[src/sv/vbd_pkg.sv]
// vbd_pkg: shared widths, word types and the CORDIC angle table for the
// vector bearing pipeline. No dependencies.
package vbd_pkg;

  localparam int IN_W     = 24;
  localparam int DIFF_W   = IN_W + 1;
  localparam int OUT_W    = 17;
  localparam int PRESHIFT = 30;
  localparam int X_W      = IN_W + PRESHIFT + 3;
  localparam int Z_W      = 32;
  localparam int ACC_FRAC = 24;
  localparam int TAB_LEN  = 32;

  typedef struct packed {
    logic dx_zero;
    logic dy_zero;
    logic dx_neg;
    logic dy_neg;
  } vbd_side_t;

  typedef struct packed {
    logic signed [X_W-1:0] x;
    logic signed [X_W-1:0] y;
    logic signed [Z_W-1:0] z;
    vbd_side_t             side;
  } vbd_vec_t;

  function automatic logic signed [Z_W-1:0] atan_deg(input int idx);
    logic signed [Z_W-1:0] v;
    case (idx)
      0:       v = 32'sd754974720;
      1:       v = 32'sd445687602;
      2:       v = 32'sd235489088;
      3:       v = 32'sd119537938;
      4:       v = 32'sd60000934;
      5:       v = 32'sd30029717;
      6:       v = 32'sd15018523;
      7:       v = 32'sd7509720;
      8:       v = 32'sd3754917;
      9:       v = 32'sd1877466;
      10:      v = 32'sd938734;
      11:      v = 32'sd469367;
      12:      v = 32'sd234684;
      13:      v = 32'sd117342;
      14:      v = 32'sd58671;
      15:      v = 32'sd29335;
      16:      v = 32'sd14668;
      17:      v = 32'sd7334;
      18:      v = 32'sd3667;
      19:      v = 32'sd1833;
      20:      v = 32'sd917;
      21:      v = 32'sd458;
      22:      v = 32'sd229;
      23:      v = 32'sd115;
      24:      v = 32'sd57;
      25:      v = 32'sd29;
      26:      v = 32'sd14;
      27:      v = 32'sd7;
      28:      v = 32'sd4;
      29:      v = 32'sd2;
      30:      v = 32'sd1;
      default: v = 32'sd0;
    endcase
    return v;
  endfunction

endpackage

[src/sv/vbd_prep.sv]
// vbd_prep: entry stage; forms the point differences, their magnitudes and
// the quadrant flags. Depends on vbd_pkg.
module vbd_prep
  import vbd_pkg::*;
(
  input  logic                   clk_i,
  input  logic                   rst_ni,
  input  logic signed [IN_W-1:0] source_x_i,
  input  logic signed [IN_W-1:0] source_y_i,
  input  logic signed [IN_W-1:0] target_x_i,
  input  logic signed [IN_W-1:0] target_y_i,
  input  logic                   valid_i,
  output logic                   ready_o,
  output logic                   valid_o,
  input  logic                   ready_i,
  output vbd_vec_t               vec_o
);

  logic signed [DIFF_W-1:0] dx, dy;
  logic        [DIFF_W-1:0] ax, ay;
  vbd_vec_t                 vec_d, vec_q;
  logic                     valid_q;

  always_comb begin
    dx = DIFF_W'(target_x_i) - DIFF_W'(source_x_i);
    dy = DIFF_W'(source_y_i) - DIFF_W'(target_y_i);
    ax = dx[DIFF_W-1] ? DIFF_W'(-dx) : DIFF_W'(dx);
    ay = dy[DIFF_W-1] ? DIFF_W'(-dy) : DIFF_W'(dy);
    vec_d.x = {3'b000, ax[IN_W-1:0], {PRESHIFT{1'b0}}};
    vec_d.y = {3'b000, ay[IN_W-1:0], {PRESHIFT{1'b0}}};
    vec_d.z = '0;
    vec_d.side.dx_zero = (dx == '0);
    vec_d.side.dy_zero = (dy == '0);
    vec_d.side.dx_neg  = dx[DIFF_W-1];
    vec_d.side.dy_neg  = dy[DIFF_W-1];
  end

  assign ready_o = !valid_q || ready_i;
  assign valid_o = valid_q;
  assign vec_o   = vec_q;

  always_ff @(posedge clk_i or negedge rst_ni) begin
    if (!rst_ni) begin
      valid_q <= 1'b0;
    end else if (ready_o) begin
      valid_q <= valid_i;
    end
  end

  always_ff @(posedge clk_i) begin
    if (ready_o && valid_i) begin
      vec_q <= vec_d;
    end
  end

endmodule

[config.mk]
export PLATFORM = sky130hd
export DESIGN_NAME = vbd_prep
export DESIGN_NICKNAME = d
export VERILOG_FILES = /design/src/sv/vbd_pkg.sv /design/src/sv/vbd_prep.sv
export SDC_FILE = /design/constraint.sdc
export NUM_CORES = 1
export LEC_CHECK = 0
export BUFFER_PORTS_ARGS = -buffer_cell sky130_fd_sc_hd__buf_2
export CAP_MARGIN = 20
export CORE_UTILIZATION = 35
export DETAILED_ROUTE_END_ITERATION = 8
export GPL_ROUTABILITY_DRIVEN = 0
export SLEW_MARGIN = 15
export SYNTH_ARGS = -nofsm -noshare
export SYNTH_HDL_FRONTEND = slang
export SYNTH_SLANG_ARGS = --single-unit
export TNS_END_PERCENT = 5
[constraint.sdc]
create_clock -name clk_i -period 1.9 [get_ports clk_i]
set_input_delay 0.095 -clock clk_i [delete_from_list [all_inputs] [get_ports clk_i]]
set_output_delay 0.095 -clock clk_i [all_outputs]
set_load 0.02 [all_outputs]
==> impl_metrics.toml <==
[route]
first_pass_iters = 4
drt_wl_total_um = 18300
vias = 6737
vias_per_cell = 4.75
ant_nets = 0
drc = 0
drt_first_iter_violations = 200
wire_per_inst_um = 12.9

[timing]
slew_violations = 0
post-route-min-period_ns = 2.97
relSlewSlack = 0.644
skew_ns = 0.0147
rsz0062_at_grt = "true"
finalSetupViolations = 50
worstMarginPinSlew_ns = 0.528
max_freq_ghz = 0.336
finalCritPeriodShare = 1.56
layout_setup_ws_ns = -1.07
hold_violations = 0

[cts]
clock_sink_count = 53
clock_path_buffers = 2
root_buffer = "clkbuf_16"
worstSkewPairLatency_ns = 0.30
cts_buffers = 5
ctsHtreeMaxLevel = 2
clkSlewWorstSetupHoldPaths_ns = 0.08
cts_tree = "done"

[synth]
synth_commonest_cells = "buf_4 (101), inv_1 (70), nand2_1 (57)"
synth_top_family_by_area = "compound AO/OA/AOI/OAI gates"
yosysSeqAreaShare = 0.236
synth_most_common_cell = "buf_4"
synth_xor_area_frac = 0.0974
synth_flop_cell = "edfxtp_1"
synth_area_leader_cell = "edfxtp_1"
yosysWarnings = 0
syn_inst = 803
synth_area_leaders = "edfxtp_1 (23%), buf_4 (11%), ha_1 (9.3%)"
ys_types = 91
synthSimpleGateAreaFrac = 0.171
synth_edf_count = 52
ys_ff_latch = 53
synth_compound_area_frac = 0.211
synthAdderAreaFrac = 0.0991
syn_avg_cell_area_um2 = 8.37
async_flop_share = 0.0189
yosysTopAreaCellShare = 0.232
syn_area_um2 = 6720
muxShareOfSynthArea = 0.0112

[placed_design]
dp_hpwl_um = 14900
placed_area_um2 = 9040
io_buffers = 153
place_ws_ns = -1.62

[critical_path]
worstReg2RegStart = "valid_o"
crit_slowest_cell = "or4_4"
rrSetupSlack_ns = 0.49
cp_common_cell = "buf_4"
cpLargestDelayFamily = "simple AND/OR/NAND/NOR gates"
path_cells = "buf_2 > ha_4 > and2_4 > a221oi_4 > a2111oi_4 > or4_4 > a222oi_1 > buf_4 > buf_4 > nand2_1 > nor4_2 > buf_4 > nand3_1 > nor4b_1"
reg2reg_to = "vec_o[70]"
required_ns = 2.00
worst-path-stages = 14
r2r_cells = 3
critPathLaunchType = "primary input"
path_buf_inv = 4
crit_path_start = "source_y_i[3]"
worstSetupPathType = "in2reg"
crit_arrival_ns = 3.07
critPathMaxFanout = 5
setup.worst_path.end = "vec_o[2]"
critPathMaxStageDelay_ns = 0.50
crit_path_end_kind = "register"

[grt]
track_usage = 0.178
grt_first_pass_wirelength_um = 29000
grt_pass1_vias = 6231
overflow = 0
grt_max_degree = 24
antenna_found_initial = 0

[finish]
utilization = 0.538
fill_cells = 1748
fin_nets = 1334
multi_input_area_um2 = 5050
drive_gt1_frac = 0.460
antennaDiodeCount = 0
syn_to_final_growth_pct = 50.3
regArea_um2 = 1590
fin_area_um2 = 10100

[status]
status = "complete, but fails checks"
violations = "negative setup slack"

[floorplanning]
die_h_um = 141
ioPinCount = 252
row_count = 50
core_area_um2 = 18800
initial_core_util = 0.358
die_area_um2 = 19800
die_width_um = 141

[pwr]
ir_drop_v = 0.000358
powerDensity_nw_per_um2 = 630
p_leak_nw = 4.72

[job]
maxCapViolations = 0

[hold_path]
hold_class = "in2reg"
## state kept, by name, summed over array words and instances, names as in the netlist
name,count
vec_o,52
valid_o,1
## worst min-delay path, stage by stage
cell and delay [ns]:
buf_2 0.07, nand2b_1 0.12, nand2b_1 0.06
## power breakdown
group | internal, mW | switching, mW | total (mW)
sequential | 1.57 | 0.0447 | 1.61
clock | 0.505 | 0.462 | 0.966
combinational | 1.79 | 1.98 | 3.77
## how the worst min path moves through the flow
stage	startpoint	end	slack [ns]	cells past startpoint
finish	ready_i	valid_o	0.07	3
detailed placement	rst_ni	valid_o	-0.13	1
floorplan	rst_ni	valid_o	-0.20	0
global route	rst_ni	valid_o	0.08	2
CTS	ready_i	valid_o	0.08	3
global placement	rst_ni	valid_o	-0.13	1
## final cells by class
cell class,count,share of cell area
clock buffer,5,0.0124
tap,234,0.0290
sequential,53,0.157
inverter,71,0.0280
multi-input combinational,651,0.501
clock inverter,3,0.00260
timing repair buffer,400,0.270
## per-layer routing
layer | part of all wire | vias up | routed length [um] | GRT usage
met4 | 0.015 | 0 | 284 | 0.0412
met2 | 0.48 | 218 | 8780 | 0.314
met1 | 0.46 | 3065 | 8470 | 0.236
met5 | 0 | - | 0 | 0
met3 | 0.044 | 18 | 799 | 0.0116
li1 | - | 3436 | - | -
## cells in the final DEF (no fill, tap or decap), drive strengths merged, types with 9 or more instances in the layout
master / netlist / final
nand4: 9 / 9
nand3: 15 / 15
xor2: 23 / 23
nor2: 49 / 49
nand2: 58 / 58
ha: 50 / 50
inv: 70 / 73
and3: 10 / 10
xnor2: 50 / 50
o21ai: 40 / 40
a211oi: 14 / 14
o41ai: 9 / 9
and2: 12 / 12
a21oi: 54 / 54
a31oi: 13 / 13
edfxtp: 52 / 52
nor3: 11 / 11
a21o: 15 / 15
conb: 1 / 98
buf: 108 / 398
## kinds of logic (layout without fill, tap and decap cells)
family,Yosys count,count (layout)
simple gates,216,216
compound gates,205,205
buf+inv,196,479
xor+xnor,73,73
flops,53,53
fa+ha+maj,52,52
mux,7,7
other cells,1,98
## metrics by stage
| step | instances | power, mW | hold slack [ns] | TNS (ns) |
|---|---|---|---|---|
| 3_3_place_gp | 1394 | 4.96 | -0.131 | -61.04 |
| 3_5_place_dp | 1394 | 5.00 | -0.128 | -62.53 |
| 6_report | 1417 | 6.35 | 0.0748 | -30.00 |
| 4_1_cts | 1411 | 6.20 | 0.0792 | -30.53 |
| 2_1_floorplan | 900 | 3.76 | -0.201 | -71.58 |
| 5_1_grt | 1417 | 6.75 | 0.0815 | -35.38 |
## what timing repair did
item                                    4_1_cts  5_1_grt
cloned                                        0        0
setup buffers                                 7        6
hold endpoints to repair                      2        0
resized for setup                            97       63
hold buffers                                  2        0
endpoints found under the setup margin       50       50
pin swaps                                    35       28
Note: power is estimated with default switching activity, not from simulation.
