## config.mk

```make
export PLATFORM = sky130hd
export DESIGN_NAME = vbd_post
export DESIGN_NICKNAME = d
export VERILOG_FILES = /design/src/sv/vbd_pkg.sv /design/src/sv/vbd_post.sv
export SDC_FILE = /design/constraint.sdc
export NUM_CORES = 1
export LEC_CHECK = 0
export BUFFER_PORTS_ARGS = -buffer_cell sky130_fd_sc_hd__buf_2
export CORE_MARGIN = 3
export CORE_UTILIZATION = 46
export CTS_CLUSTER_SIZE = 20
export DETAILED_ROUTE_END_ITERATION = 16
export PLACE_DENSITY = 0.92
export SLEW_MARGIN = 0
export SYNTH_ARGS = -nofsm -noshare
export SYNTH_HDL_FRONTEND = slang
export SYNTH_SLANG_ARGS = --single-unit
```

## constraint.sdc

```tcl
create_clock -name clk_i -period 2.8 [get_ports clk_i]
set_input_delay 0.28 -clock clk_i [delete_from_list [all_inputs] [get_ports clk_i]]
set_output_delay 0.28 -clock clk_i [all_outputs]
set_load 0.02 [all_outputs]
```

## src/sv/vbd_pkg.sv

```systemverilog
// vbd_pkg: shared widths, word types and the CORDIC angle table for the
// vector bearing pipeline. No dependencies.
package vbd_pkg;

  localparam int IN_W     = 24;
  localparam int DIFF_W   = IN_W + 1;
  localparam int OUT_W    = 17;
  localparam int PRESHIFT = 30;
  localparam int X_W      = IN_W + PRESHIFT + 3;
  localparam int Z_W      = 32;
  localparam int ACC_FRAC = 24;
  localparam int TAB_LEN  = 32;

  typedef struct packed {
    logic dx_zero;
    logic dy_zero;
    logic dx_neg;
    logic dy_neg;
  } vbd_side_t;

  typedef struct packed {
    logic signed [X_W-1:0] x;
    logic signed [X_W-1:0] y;
    logic signed [Z_W-1:0] z;
    vbd_side_t             side;
  } vbd_vec_t;

  function automatic logic signed [Z_W-1:0] atan_deg(input int idx);
    logic signed [Z_W-1:0] v;
    case (idx)
      0:       v = 32'sd754974720;
      1:       v = 32'sd445687602;
      2:       v = 32'sd235489088;
      3:       v = 32'sd119537938;
      4:       v = 32'sd60000934;
      5:       v = 32'sd30029717;
      6:       v = 32'sd15018523;
      7:       v = 32'sd7509720;
      8:       v = 32'sd3754917;
      9:       v = 32'sd1877466;
      10:      v = 32'sd938734;
      11:      v = 32'sd469367;
      12:      v = 32'sd234684;
      13:      v = 32'sd117342;
      14:      v = 32'sd58671;
      15:      v = 32'sd29335;
      16:      v = 32'sd14668;
      17:      v = 32'sd7334;
      18:      v = 32'sd3667;
      19:      v = 32'sd1833;
      20:      v = 32'sd917;
      21:      v = 32'sd458;
      22:      v = 32'sd229;
      23:      v = 32'sd115;
      24:      v = 32'sd57;
      25:      v = 32'sd29;
      26:      v = 32'sd14;
      27:      v = 32'sd7;
      28:      v = 32'sd4;
      29:      v = 32'sd2;
      30:      v = 32'sd1;
      default: v = 32'sd0;
    endcase
    return v;
  endfunction

endpackage

```

## src/sv/vbd_post.sv

```systemverilog
// vbd_post: output stage; clamps and rounds the base angle, applies the
// quadrant and axis rules and holds the result word. Depends on vbd_pkg.
module vbd_post
  import vbd_pkg::*;
#(
  parameter int ANGLE_FRAC_BITS = 8
) (
  input  logic             clk_i,
  input  logic             rst_ni,
  input  logic             valid_i,
  output logic             ready_o,
  input  vbd_vec_t         vec_i,
  output logic             out_valid_o,
  input  logic             out_stall_i,
  output logic [OUT_W-1:0] bearing_o
);

  localparam int DEG_W = ANGLE_FRAC_BITS + 18;
  localparam int SH    = ACC_FRAC - ANGLE_FRAC_BITS;
  localparam logic signed [Z_W-1:0]   Z_MAX  = Z_W'(90) <<< ACC_FRAC;
  localparam logic        [Z_W-1:0]   RND    = Z_W'(1) << (SH - 1);
  localparam logic signed [DEG_W-1:0] DEG_90  = DEG_W'(90)  <<< ANGLE_FRAC_BITS;
  localparam logic signed [DEG_W-1:0] DEG_180 = DEG_W'(180) <<< ANGLE_FRAC_BITS;
  localparam logic signed [DEG_W-1:0] DEG_270 = DEG_W'(270) <<< ANGLE_FRAC_BITS;
  localparam logic signed [DEG_W-1:0] DEG_360 = DEG_W'(360) <<< ANGLE_FRAC_BITS;

  logic signed [Z_W-1:0]   zc;
  logic        [Z_W-1:0]   rounded;
  logic signed [DEG_W-1:0] base, deg, degc;
  vbd_side_t               sd;
  logic                    out_valid_q;
  logic        [OUT_W-1:0] bearing_q;

  always_comb begin
    sd = vec_i.side;
    if (vec_i.z[Z_W-1]) begin
      zc = '0;
    end else if (vec_i.z > Z_MAX) begin
      zc = Z_MAX;
    end else begin
      zc = vec_i.z;
    end
    rounded = (Z_W'(zc) + RND) >> SH;
    base    = sd.dy_zero ? '0 : DEG_W'(rounded);
    if (sd.dx_zero) begin
      if (sd.dy_zero) begin
        deg = '0;
      end else if (sd.dy_neg) begin
        deg = DEG_270;
      end else begin
        deg = DEG_90;
      end
    end else if (sd.dx_neg && !sd.dy_neg) begin
      deg = DEG_180 - base;
    end else if (sd.dx_neg) begin
      deg = DEG_180 + base;
    end else if (sd.dy_neg) begin
      deg = DEG_360 - base;
    end else begin
      deg = base;
    end
    if (deg[DEG_W-1]) begin
      degc = '0;
    end else if (deg > DEG_360) begin
      degc = DEG_360;
    end else begin
      degc = deg;
    end
  end

  assign ready_o     = !out_valid_q || !out_stall_i;
  assign out_valid_o = out_valid_q;
  assign bearing_o   = bearing_q;

  always_ff @(posedge clk_i or negedge rst_ni) begin
    if (!rst_ni) begin
      out_valid_q <= 1'b0;
    end else if (ready_o) begin
      out_valid_q <= valid_i;
    end
  end

  always_ff @(posedge clk_i) begin
    if (ready_o && valid_i) begin
      bearing_q <= degc[OUT_W-1:0];
    end
  end

endmodule

```

==> results by stage <==
Min path:
- The tightest min-delay check is of the input pin to flip-flop type.
- The cell depth of the worst hold path is 2.
- The destination of the worst hold path is out_valid_o$_DFFE_PN0N_.
- The startpoint identified for the worst hold timing path is valid_i.

Worst setup path:
- The type of the worst setup path is input pin to flip-flop.
- The launching instance or port of the critical path is vec_i[9].
- The worst reg2reg path depth is 2.
- The beginning of the worst register-to-register path is out_valid_o$_DFFE_PN0N_.
- Data arrives at the worst endpoint at 4.56 ns.
- The terminus of the critical flop-to-flop path is bearing_o[15]$_SDFFCE_PP0P_.
- The sort of element at the end of the critical path is a flip-flop.
- The sort of element at the start of the critical path is an input pin.
- The required time at the worst-slack endpoint is 2.92 ns.
- Of all nets on the critical path, the largest fanout is 7.
- The flop-to-flop setup slack is 1.38 ns.

Detailed routing:
- The routed layout has 4044 vias.
- The count of nets left with antenna violations after detail routing is 0.
- After the first detailed-routing iteration, the DRC count stood at 590.
- The number of remaining DRC errors is 0.
- The total iterations of the first detailed-routing run is 8.
- The detail-routed via count per cell is 6.843.
- The total detailed-routing wirelength is 13070 um.
- In the final routed layout, each cell accounts on average for 22.12 um.

Clock network:
- The clock sink total is 18.
- The clock input transition at the sequential cells of the worst setup and hold paths is 0.06 ns.
- The total number of H-tree levels is 1.
- The CTS tree is yes.
- The total CTS buffers is 3.
- The clock reaches the later pin of the worst-skew pair after 0.26 ns.
- The clock root buffer is sky130_fd_sc_hd__clkbuf_8.
- In this run the deepest clock path goes through 2 buffers.

Timing:
- At the pin with the least slew margin, the transition time is 0.6979 ns.
- Of the available clock period, the critical path in the final layout requires 1.585.
- The final-report hold violation count is 0.
- The clock period minus final worst setup slack is 4.439 ns.
- The relative slew slack is 0.5348.
- The worst clock skew is 0.002937 ns.
- Setup violations remaining at the end of the flow were counted as 17.
- Setup repair after global routing could not meet its margin everywhere.
- The maximum clock frequency is 225.3 MHz.
- The post-route setup TNS is -24.83 ns.
- Across all setup checks in the final design, the least slack found is -1.639 ns.
- The final count of pins violating max slew is 0.

Logic synthesis:
- The number of cells produced by synthesis is 332.
- The number of synthesized flops with an enable pin is 17.
- The proportion of synthesized chip area in sequential cells is 0.2099.
- The largest area contributor in the netlist is sky130_fd_sc_hd__edfxtp_1.
- The async set-or-reset flop fraction in the synthesized netlist is 0.05556.
- In the post-synthesis netlist, the biggest area contributors are sky130_fd_sc_hd__edfxtp_1 20%, sky130_fd_sc_hd__nand2_1 4.6%, sky130_fd_sc_hd__nor2_1 4.0%.
- The count of cell types in the netlist is 72.
- The synthesized net count is 492.
- The share of synthesized area in the top cell type comes to 0.2001.
- The per-instance average area after synthesis is 7.684 um^2.
- The flip-flop and latch count after synthesis is 18.
- Among all flip-flop cells after synthesis, the most frequent one is sky130_fd_sc_hd__edfxtp_1.
- The post-synth design cell area is 0.002551 mm^2.
- The number of warnings reported in the yosys synthesis log is 0.

Floorplan:
- The floorplan step defined a core boundary enclosing 0.005238 mm^2.
- The die outline area is 0.006475 mm^2.
- The floorplan has 26 rows.
- For this configuration, the core starts out at a cell density of 0.4871.
- The die height is 80.47 um.
- 173 I/O pins were placed.
- The horizontal die dimension is 80.47 um.

Power and ir drop:
- The power density over cell area is 282.3 mW/mm^2.
- The leakage power total is 0.001939 uW.
- Across the VDD grid, the largest voltage drop is 375.2 uV.

Layout:
- The share of the core filled with cells is 0.8423.
- The share of layout cells above drive strength 1 is 0.5336.
- The count of inserted antenna diode cells is 0.
- The final layout contains 682 nets.
- Counting the fill cells in the layout gives 269.
- The area added between synthesis and finish is 72.93%.
- Excluding fillers, the count of instances in the completed layout stands at 591.
- Summing all non-filler instances in the final layout gives an area of 0.004412 mm^2.

Global route:
- Across every metal layer, demand over resource in global routing totals 0.3682.
- The total overflow reported by the global router is 0.
- The initial antenna violation count is 0.
- Entering global routing, the biggest net connects 18 pins.
- The number of global-route vias before repair was 4032.
- The first global-routing pass estimated 18770 um of wire.

Flow run:
- The reported max-cap violation count is 0.

Placed design:
- In this run the tool buffered the top-level ports with 58 buffer cells.
- The routability-driven placement congestion ratio is 0.9462.
- The placed cell count is 548.
- Once placement finished, the instance area stood at 0.003724 mm^2.
- The post-placement setup slack is -1.764 ns.
- The estimated wirelength of the detail-placed design is 6978 um.

Run status:
- The final reports fail on setup timing.
- The run finished, with violations left.
routing by layer:
layer	GRT usage	vias up	routed length, um
met5	0	-	0
met4	0.2905	0	1399
met3	0.06726	144	1356
met2	0.6705	432	6162
met1	0.3613	1796	4152
li1	-	1672	-
how the worst max path moves through the flow:
| stage | endpoint | slack [ns] | cells after the start |
|---|---|---|---|
| floorplan | bearing_o[0]$_SDFFCE_PP0P_ | -1.64 | 20 |
| global placement | bearing_o[2]$_SDFFCE_PP0P_ | -1.49 | 19 |
| detailed placement | bearing_o[9]$_SDFFCE_PP0P_ | -1.76 | 18 |
| CTS | bearing_o[0]$_SDFFCE_PP0P_ | -1.27 | 20 |
| global route | bearing_o[1]$_SDFFCE_PP0P_ | -1.72 | 20 |
| finish | bearing_o[2]$_SDFFCE_PP0P_ | -1.64 | 20 |
logic make-up after synthesis:
group | count (synthesis) | synth area share
AO/OA/AOI/OAI | 107 | 0.3055
AND/OR/NAND/NOR | 149 | 0.3335
flip-flops | 18 | 0.2099
adder cells (fa/ha/maj) | 6 | 0.02943
buffers and inverters | 34 | 0.05934
XOR/XNOR | 17 | 0.05836
multiplexers | 1 | 0.003924
what timing repair did:
item	4_1_cts	5_1_grt
setup endpoints to repair	17	17
buffers inserted	27	10
gates resized for setup	53	19
endpoints found under the hold margin	1	0
pin swaps	25	17
gates cloned	1	0
hold buffers	1	0
metrics by stage:
step | power, uW | hold slack, ns
2_1_floorplan | 640.8 | -0.01559
3_3_place_gp | 858.6 | 0.05416
3_5_place_dp | 883.4 | 0.05817
4_1_cts | 1159 | 0.2391
5_1_grt | 1291 | 0.2658
6_report | 1246 | 0.2333
worst max-delay path: stages:
cell and delay [ns]:
sky130_fd_sc_hd__buf_2 0.13, sky130_fd_sc_hd__nor4_4 0.31, sky130_fd_sc_hd__nand4_1 0.17, sky130_fd_sc_hd__or3_4 0.41, sky130_fd_sc_hd__a21oi_2 0.18, sky130_fd_sc_hd__and2_4 0.18
sky130_fd_sc_hd__ha_4 0.18, sky130_fd_sc_hd__nor3b_4 0.06, sky130_fd_sc_hd__a221oi_2 0.32, sky130_fd_sc_hd__a21o_1 0.21, sky130_fd_sc_hd__ha_2 0.21, sky130_fd_sc_hd__inv_2 0.06
sky130_fd_sc_hd__nor2_4 0.17, sky130_fd_sc_hd__nand2_2 0.07, sky130_fd_sc_hd__a311o_1 0.39, sky130_fd_sc_hd__or4b_4 0.50, sky130_fd_sc_hd__o41ai_4 0.23, sky130_fd_sc_hd__buf_6 0.17
sky130_fd_sc_hd__nand3_2 0.13, sky130_fd_sc_hd__a21oi_2 0.17
report_power, final:
part	internal (uW)	switching, uW	leakage, uW
sequential	325	4.68	0.000178
clock	125	84.7	0.0000288
combinational	322	385	0.00173
total	771	474	0.00194
cell usage after synthesis (2+ instances only):
cell type and n:
sky130_fd_sc_hd__nand2_1 31, sky130_fd_sc_hd__o211ai_1 6, sky130_fd_sc_hd__xnor2_1 10, sky130_fd_sc_hd__o21ai_0 17, sky130_fd_sc_hd__or2_2 2, sky130_fd_sc_hd__nor3_1 8
sky130_fd_sc_hd__and4_1 7, sky130_fd_sc_hd__o2bb2ai_1 5, sky130_fd_sc_hd__nand2b_1 6, sky130_fd_sc_hd__and3_1 8, sky130_fd_sc_hd__clkbuf_1 15, sky130_fd_sc_hd__edfxtp_1 17
sky130_fd_sc_hd__a22oi_1 2, sky130_fd_sc_hd__a221oi_1 3, sky130_fd_sc_hd__o21a_1 6, sky130_fd_sc_hd__buf_2 7, sky130_fd_sc_hd__nor4_1 11, sky130_fd_sc_hd__o22ai_1 4
sky130_fd_sc_hd__o311ai_0 3, sky130_fd_sc_hd__buf_6 2, sky130_fd_sc_hd__inv_1 9, sky130_fd_sc_hd__o31ai_1 4, sky130_fd_sc_hd__a31oi_1 8, sky130_fd_sc_hd__o32ai_1 2
sky130_fd_sc_hd__nor2b_1 3, sky130_fd_sc_hd__a21o_1 4, sky130_fd_sc_hd__and2_1 6, sky130_fd_sc_hd__nor4_2 2, sky130_fd_sc_hd__nand3_1 15, sky130_fd_sc_hd__ha_1 6
sky130_fd_sc_hd__a211oi_1 3, sky130_fd_sc_hd__a311o_1 2, sky130_fd_sc_hd__nor2_1 27, sky130_fd_sc_hd__xor2_1 7, sky130_fd_sc_hd__a21oi_1 17, sky130_fd_sc_hd__nand4_1 10
sky130_fd_sc_hd__a311oi_1 2
layout make-up:
class	instances	area [um^2]	area share
timing repair buffer	210	1495	0.3389
inverter	9	33.78	0.007657
clock buffer	4	55.05	0.01248
multi-input combinational	280	2205	0.4997
sequential	18	535.5	0.1214
tap	70	87.58	0.01985
registers in the layout (all words and copies together), names as in the netlist:
signal and count:
out_valid_o 1, bearing_o 17
layout by cell type, fill, tap and decap left out, drive strengths merged, types with 3 or more instances in the layout:
cell and n:
a211oi 3, a21o 4, a21oi 17, a221oi 3, a311oi 3, a31oi 8
and2 6, and3 9, and4 7, buf 209, clkbuf 4, edfxtp 17
ha 6, inv 9, nand2 31, nand2b 6, nand3 16, nand4 10
nor2 27, nor2b 3, nor3 10, nor4 13, o211ai 6, o21a 6
o21ai 18, o22ai 4, o2bb2ai 5, o311ai 3, o31ai 4, xnor2 10
xor2 7
Power figures use the tool's default switching activity.
