$ cat src/sv/vbd_pkg.sv
// vbd_pkg: shared widths, word types and the CORDIC angle table for the
// vector bearing pipeline. No dependencies.
package vbd_pkg;

  localparam int IN_W     = 24;
  localparam int DIFF_W   = IN_W + 1;
  localparam int OUT_W    = 17;
  localparam int PRESHIFT = 30;
  localparam int X_W      = IN_W + PRESHIFT + 3;
  localparam int Z_W      = 32;
  localparam int ACC_FRAC = 24;
  localparam int TAB_LEN  = 32;

  typedef struct packed {
    logic dx_zero;
    logic dy_zero;
    logic dx_neg;
    logic dy_neg;
  } vbd_side_t;

  typedef struct packed {
    logic signed [X_W-1:0] x;
    logic signed [X_W-1:0] y;
    logic signed [Z_W-1:0] z;
    vbd_side_t             side;
  } vbd_vec_t;

  function automatic logic signed [Z_W-1:0] atan_deg(input int idx);
    logic signed [Z_W-1:0] v;
    case (idx)
      0:       v = 32'sd754974720;
      1:       v = 32'sd445687602;
      2:       v = 32'sd235489088;
      3:       v = 32'sd119537938;
      4:       v = 32'sd60000934;
      5:       v = 32'sd30029717;
      6:       v = 32'sd15018523;
      7:       v = 32'sd7509720;
      8:       v = 32'sd3754917;
      9:       v = 32'sd1877466;
      10:      v = 32'sd938734;
      11:      v = 32'sd469367;
      12:      v = 32'sd234684;
      13:      v = 32'sd117342;
      14:      v = 32'sd58671;
      15:      v = 32'sd29335;
      16:      v = 32'sd14668;
      17:      v = 32'sd7334;
      18:      v = 32'sd3667;
      19:      v = 32'sd1833;
      20:      v = 32'sd917;
      21:      v = 32'sd458;
      22:      v = 32'sd229;
      23:      v = 32'sd115;
      24:      v = 32'sd57;
      25:      v = 32'sd29;
      26:      v = 32'sd14;
      27:      v = 32'sd7;
      28:      v = 32'sd4;
      29:      v = 32'sd2;
      30:      v = 32'sd1;
      default: v = 32'sd0;
    endcase
    return v;
  endfunction

endpackage

$ cat src/sv/vbd_cell.sv
// vbd_cell: one CORDIC vectoring rotation with its pipeline register.
// Depends on vbd_pkg.
module vbd_cell
  import vbd_pkg::*;
#(
  parameter int STAGE_IDX = 0
) (
  input  logic     clk_i,
  input  logic     rst_ni,
  input  logic     valid_i,
  output logic     ready_o,
  input  vbd_vec_t vec_i,
  output logic     valid_o,
  input  logic     ready_i,
  output vbd_vec_t vec_o
);

  localparam logic signed [Z_W-1:0] ANG = atan_deg(STAGE_IDX);

  logic signed [X_W-1:0] x, y, xs, ys;
  logic signed [Z_W-1:0] z;
  vbd_vec_t              vec_d, vec_q;
  logic                  valid_q;

  always_comb begin
    x  = vec_i.x;
    y  = vec_i.y;
    z  = vec_i.z;
    xs = x >>> STAGE_IDX;
    ys = y >>> STAGE_IDX;
    vec_d.side = vec_i.side;
    if (!y[X_W-1]) begin
      vec_d.x = x + ys;
      vec_d.y = y - xs;
      vec_d.z = z + ANG;
    end else begin
      vec_d.x = x - ys;
      vec_d.y = y + xs;
      vec_d.z = z - ANG;
    end
  end

  assign ready_o = !valid_q || ready_i;
  assign valid_o = valid_q;
  assign vec_o   = vec_q;

  always_ff @(posedge clk_i or negedge rst_ni) begin
    if (!rst_ni) begin
      valid_q <= 1'b0;
    end else if (ready_o) begin
      valid_q <= valid_i;
    end
  end

  always_ff @(posedge clk_i) begin
    if (ready_o && valid_i) begin
      vec_q <= vec_d;
    end
  end

endmodule

$ cat config.mk
export PLATFORM = sky130hd
export DESIGN_NAME = vbd_cell
export DESIGN_NICKNAME = d
export VERILOG_FILES = /design/src/sv/vbd_pkg.sv /design/src/sv/vbd_cell.sv
export SDC_FILE = /design/constraint.sdc
export NUM_CORES = 1
export LEC_CHECK = 0
export BUFFER_PORTS_ARGS = -buffer_cell sky130_fd_sc_hd__buf_2
export CAP_MARGIN = 20
export CORE_ASPECT_RATIO = 0.5
export CORE_MARGIN = 2
export CORE_UTILIZATION = 52
export CTS_CLUSTER_SIZE = 10
export DETAILED_ROUTE_END_ITERATION = 10
export PLACE_DENSITY = 0.81
export RECOVER_POWER = 50
export SLEW_MARGIN = 15
export SYNTH_ARGS = -nofsm -noshare
export SYNTH_HDL_FRONTEND = slang
export SYNTH_SLANG_ARGS = --single-unit
$ cat constraint.sdc
create_clock -name clk_i -period 4.2 [get_ports clk_i]
set_clock_uncertainty 0.1 [all_clocks]
set_input_delay 0.84 -clock clk_i [delete_from_list [all_inputs] [get_ports clk_i]]
set_output_delay 0.84 -clock clk_i [all_outputs]
set_load 0.005 [all_outputs]
==> run_results.csv, run 1 <==
group,metric,value,unit
cts,cts.repair.resized,0,
cts,clk_pin_slew,70,ps
finish,multi_input_area,10260,sq um
sta,grt_setup_unrepaired,"false",
yosys,synth_warnings,0,
yosys,yosys-top-cells-count,"a21oi_1 (251), ha_1 (190), inv_1 (164), edfxtp_1 (149), nor2_1 (124)",
yosys,synth_ff_type,"edfxtp_1",
run_status,violations,"max-capacitance violations, max-slew violations",
critical_path,start_kind,"input pin",
grt,overflow,0,
job,cap_viol_max_count,2,
sta,max_freq,0.2525,GHz
critical_path,end_kind,"flip-flop",
run_status,outcome,"complete, but fails checks",
cts,cts.path.max_buffers,2,
placed_design,io_buffers,305,
power_and_ir_drop,irDropWorstVdd,0.3590,mV
cts,hold_buffers,0,
critical_path,r2r_start,"valid_o",
yosys,syn_inst,1892,
sta,fin_ws,240.1,ps
detailed_routing,num_vias,17157,
placed_design,postPlaceCellArea,19710,sq um
critical_path,r2r-end,"vec_o[37]",
finish,syn2layout_area_growth,27.80,%
die,die_h,127.4,microns
cts,clk_latency,470,ps
power_and_ir_drop,total_power,6.119,mW
grt,grt_pass1_vias,16049,
yosys,yosysMostFrequentCell,"a21oi_1",
sta,slew_viol_final,104,
grt,track_usage,35.67,%
critical_path,critPathRequiredTime,4320,ps
die,ios,306,
die,dieArea,31930,sq um
placed_design,dp_slack,-105.2,ps
yosys,synthesis.nets,2240,
power_and_ir_drop,pwr_density_cell,302.5,nW/um^2
yosys,yosysSeqAreaShare,28.43,%
yosys,yosysUniqueCellTypes,77,
hold_path,hp-class,"in2async",
die,die_w,250.7,microns
sta,finalSetupViolCount,0,
placed_design,gp_congestion,1.085,
yosys,synth_edf_count,149,
critical_path,worstPathMaxFanout,3,
finish,regArea,4499,sq um
yosys,ys_async_sr_fraction,0.6667,%
sta,tightest_slew,2146,ps
sta,slew_headroom,-43.06,%
cts,root_buffer,"clkbuf_16",
finish,drive_gt1_share,25.93,%
die,fp-row-count,45,
yosys,syn_avg_cell_area,8.365,sq um
sta,tns,0,ps
sta,final.min_clock_period,3960,ps
grt,grt_start_max_net_pins,123,
yosys,synth_area,15830,sq um
grt,grt_pass1_wl,89.09,mm
detailed_routing,routedWlPerCell,20.62,microns
cts,numCtsBuffers,17,
finish,final_cell_area,20230,sq um
critical_path,worstPathArrival,4080,ps
grt,antenna_found_initial,2,
detailed_routing,drt_iter0_drc,2216,
detailed_routing,dr.pass1.iters,6,
detailed_routing,vias_per_cell,6.060,
critical_path,worstSetupEndpoint,"vec_o[88]",
critical_path,cp-startpoint,"vec_i[36]",
critical_path,crit_type,"in2reg",
yosys,synth_top_area_share,28.27,%
sta,hold_viol_final,0,
detailed_routing,routed_wl,58.37,mm
detailed_routing,ant_nets,0,
yosys,synth-seq-cells,150,
cts,cts_tree,"built",
finish,fin_nets,2765,
placed_design,dpl.cell_count,2797,
critical_path,rrSetupSlack,880,ps
cts,cts_sinks,150,
cts,cts_max_level,4,
die,coreArea,30120,sq um
placed_design,dpl.hpwl,47.36,mm
die,start_util,52.54,%
finish,nFillCells,2519,
power_and_ir_drop,p_leak,9.147,nW
yosys,synth_top_area_cell,"edfxtp_1",
critical_path,rr_worst_depth,3,
finish,fin_cells,2831,
yosys,synthTopCellsByArea,"edfxtp_1 (28%), ha_1 (15%), a21oi_1 (7.9%), xnor2_1 (5.8%), inv_1 (3.9%)",
detailed_routing,drc,0,
sta,min_period_over_period,94.28,%
cts,cts_setup_buffers,0,
[sequential cells by signal (all words and copies together) (netlist names)]
signal and flops:
vec_o 149, valid_o 1
[worst max-delay path, stage by stage]
cell and delay [ps]:
clkbuf_1 130, inv_1 70, ha_1 230, fa_1 400, nand2b_1 190, a21oi_1 220
o31ai_1 150, a31o_1 270, o31ai_1 270, buf_4 170, a21oi_1 120, o31a_1 310
or4_1 420, a22oi_1 210, xnor2_1 80
[cell type report]
type	count	share of cell area [%]
Clock inverter	15	0.7794
Clock buffer	17	2.103
Sequential cell	150	22.24
Inverter	188	3.495
Antenna cell	2	0.02474
Timing Repair Buffer	592	18.14
Multi-Input combinational cell	1468	50.74
Tap cell	399	2.468
[logic make-up after synthesis]
group	count (synthesis)	synth area share (%)
AOI/OAI and AO/OA	662	26.41
and+or+nand+nor	463	14.35
buffers and inverters	274	6.720
adders and majority gates	194	15.53
DFF	150	28.43
xor gates and xnor gates	108	5.977
muxes	41	2.593
[metal layers]
layer	vias to the layer above	GRT usage [%]	wire, microns
met5	-	0	0
met2	958	57.42	26320
li1	7955	-	-
met4	0	13.14	1945
met1	8094	48.12	24680
met3	150	6.744	5428
[cell usage in the layout, fill, tap and decap left out, types with 22 or more instances in the layout]
| master | synthesis | layout |
|---|---|---|
| o31ai_1 | 31 | 31 |
| nand4_1 | 39 | 39 |
| nand3_1 | 35 | 35 |
| nor2_1 | 124 | 124 |
| mux2i_1 | 41 | 41 |
| ha_1 | 190 | 190 |
| a21oi_1 | 251 | 251 |
| buf_4 | 3 | 283 |
| o21a_1 | 25 | 25 |
| nor4_1 | 27 | 27 |
| clkbuf_1 | 47 | 37 |
| o211ai_1 | 22 | 22 |
| nor3_1 | 50 | 50 |
| nand2_1 | 104 | 104 |
| o21ai_0 | 76 | 76 |
| o21bai_1 | 58 | 58 |
| buf_2 | 19 | 268 |
| edfxtp_1 | 149 | 149 |
| a21o_1 | 32 | 32 |
| inv_1 | 164 | 163 |
| xnor2_1 | 104 | 104 |
| o21ai_1 | 40 | 40 |
[worst min-delay path by stage]
stage               slack [ps]     from       to  depth (start not counted)
floorplan                  440   rst_ni  valid_o                          0
global placement           450  valid_o  valid_o                          2
detailed placement         470  valid_o  valid_o                          2
CTS                         20   rst_ni  valid_o                          1
global route                20   rst_ni  valid_o                          1
finish                      30   rst_ni  valid_o                          1
[report_power, final]
group          leakage, nW  internal, mW  switching [mW]
Combinational         7.44          1.08            1.51
Clock                0.280         0.837           0.750
Sequential            1.43          1.89          0.0485
Total                 9.15          3.81            2.31
[metrics by stage]
stage               hold WS [ps]  utilization [%]
global placement           451.6            65.42
detailed placement         473.2            65.42
finish                     29.55            67.15
global route               23.06            67.15
CTS                        21.92            67.35
floorplan                  436.8                -
(Power assumes the default switching activity.)
==> inputs of run 2 (changes only) <==
PLACE_DENSITY = 0.79   (was 0.81)
==> run 2 against run 1 <==
  * The flow still finishes with violations (max-capacitance violations, max-slew violations)
  * Count of clock-buffer cells in the layout unchanged
  * Clock power barely moved
  * Cell area is 0.74% lower
  * Final cell count decreased by 0.39%
  * Sequential cell count unchanged
  * Register-to-register slack improved by 70 ps
  * Global-route usage increased by 0.13 points
  * Sequential share of layout area rose by 0.16 points
  * Combinational power is essentially flat
  * Hold slack better by 5.5 ps
==> run_results.csv, run 2 (same netlist as run 1, synthesis figures left out) <==
group,metric,value,unit
sta,finalSetupViolCount,0,
die,fp-row-count,45,
sta,fin_ws,161.0,ps
cts,root_buffer,"clkbuf_16",
grt,track_usage,35.80,%
sta,final.min_clock_period,4039,ps
finish,final_cell_area,20080,sq um
detailed_routing,drt_iter0_drc,2091,
run_status,outcome,"complete, but fails checks",
die,coreArea,30120,sq um
power_and_ir_drop,irDropWorstVdd,0.2825,mV
critical_path,cp_slowest_cell,"or4_1",
cts,hold_buffers,0,
critical_path,cp_top_family,"compound AO/OA/AOI/OAI gates",
finish,fin_nets,2750,
grt,grt_pass1_wl,89.08,mm
detailed_routing,vias_per_cell,6.015,
sta,grt_setup_unrepaired,"false",
cts,cts_tree,"built",
detailed_routing,num_vias,16962,
cts,clk_latency,460,ps
power_and_ir_drop,total_power,6.091,mW
die,die_h,127.4,microns
cts,clk_pin_slew,80,ps
finish,final_common_cell,"buf_4",
power_and_ir_drop,p_leak,8.932,nW
finish,nFillCells,2603,
hold_path,hp-class,"in2async",
grt,grt_pass1_vias,16053,
critical_path,cpPeakStageDelay,420,ps
job,cap_viol_max_count,1,
power_and_ir_drop,pwr_density_cell,303.4,nW/um^2
detailed_routing,routed_wl,58.57,mm
critical_path,path_cells,"buf_2 -> inv_1 -> ha_1 -> fa_1 -> nand2b_1 -> a21oi_1 -> o31ai_1 -> a31o_1 -> o31ai_2 -> buf_4 -> a21oi_1 -> o31a_1 -> or4_1 -> a22oi_1 -> xnor2_1",
cts,cts_setup_buffers,0,
die,ios,306,
sta,hold_viol_final,0,
placed_design,dpl.hpwl,47.07,mm
placed_design,postPlaceCellArea,19590,sq um
detailed_routing,ant_nets,0,
placed_design,gp_congestion,1.034,
critical_path,worstPathArrival,4170,ps
cts,cts.path.max_buffers,2,
sta,tightest_slew,2596,ps
finish,fin_cells,2820,
placed_design,io_buffers,305,
finish,drive_gt1_share,23.44,%
grt,grt_start_max_net_pins,123,
detailed_routing,routedWlPerCell,20.77,microns
run_status,violations,"max-capacitance violations, max-slew violations",
cts,cts_sinks,150,
finish,largest_reg_flops,149,
detailed_routing,drc,0,
sta,slew_headroom,-73.07,%
sta,min_period_over_period,96.17,%
detailed_routing,dr.pass1.iters,6,
critical_path,critPathRequiredTime,4330,ps
finish,syn2layout_area_growth,26.86,%
die,dieArea,31930,sq um
grt,antenna_found_initial,6,
cts,cts.repair.resized,0,
critical_path,end_kind,"flip-flop",
critical_path,worstPathMaxFanout,3,
critical_path,crit_type,"in2reg",
finish,layout_common_cells,"buf_4 (268), a21oi_1 (250), buf_2 (216)",
critical_path,crit_top_cell,"a21oi_1",
die,start_util,52.54,%
die,die_w,250.7,microns
cts,numCtsBuffers,17,
placed_design,dp_slack,-296.8,ps
placed_design,dpl.cell_count,2782,
sta,slew_viol_final,49,
critical_path,cp-startpoint,"vec_i[36]",
critical_path,critPathBufInv,3,
critical_path,r2r_start,"valid_o",
sta,max_freq,0.2476,GHz
grt,overflow,0,
cts,cts_max_level,4,
critical_path,start_kind,"input pin",
run 2: cell count changes in the layout (fill, tap and decap cells not counted), moves of 2 or more:
cell	delta
buf_4	-15
clkbuf_1	+52
clkinv_4	-2
buf_2	-52
diode_2	+4
inv_8	+3
run 2: worst paths after layout:
check | to | slack, ps | cells past startpoint
max | vec_o[88] | 160 | 15
min reg2reg | valid_o | 460 | 2
min in group clk_i | vec_o[22] | 440 | 1
min | valid_o | 40 | 1
max in group asynchronous | valid_o | 3880 | 1
max reg2reg | vec_o[2] | 950 | 3
run 2: stage by stage:
step	TNS, ps	hold WS [ps]	utilization (%)
after detailed placement	-1828	453.2	65.04
after floorplan	0	436.8	-
after global routing	0	33.82	66.65
after global placement	-1136	416.9	65.04
after CTS	0	31.24	66.96
final	0	35.07	66.65
run 2: cell type report:
type                       instances  area (sq um)  area share (%)
antenna                            6         15.01         0.07478
clock buffer                      17         425.4           2.119
clock inverter                    15         152.6          0.7603
inverter                         188         706.9           3.521
multi-input combinational       1468         10270           51.16
sequential                       150          4499           22.41
tap                              399         499.2           2.486
timing repair buffer             577          3507           17.47
run 2: metal layers:
layer  GRT usage [%]  wire (microns)  part of all wire, %  vias up
met4           15.78            2253                  3.8        0
met2           56.85           26030                   44      916
li1                -               -                    -     7912
met1           47.83           24630                   42     7984
met5               0               0                    0        -
met3           7.009            5659                  9.7      150
run 2: report_power, final:
part,internal [mW],total (mW),switching [mW]
Sequential,1.89,1.95,0.0542
Combinational,1.05,2.56,1.51
Clock,0.793,1.59,0.795
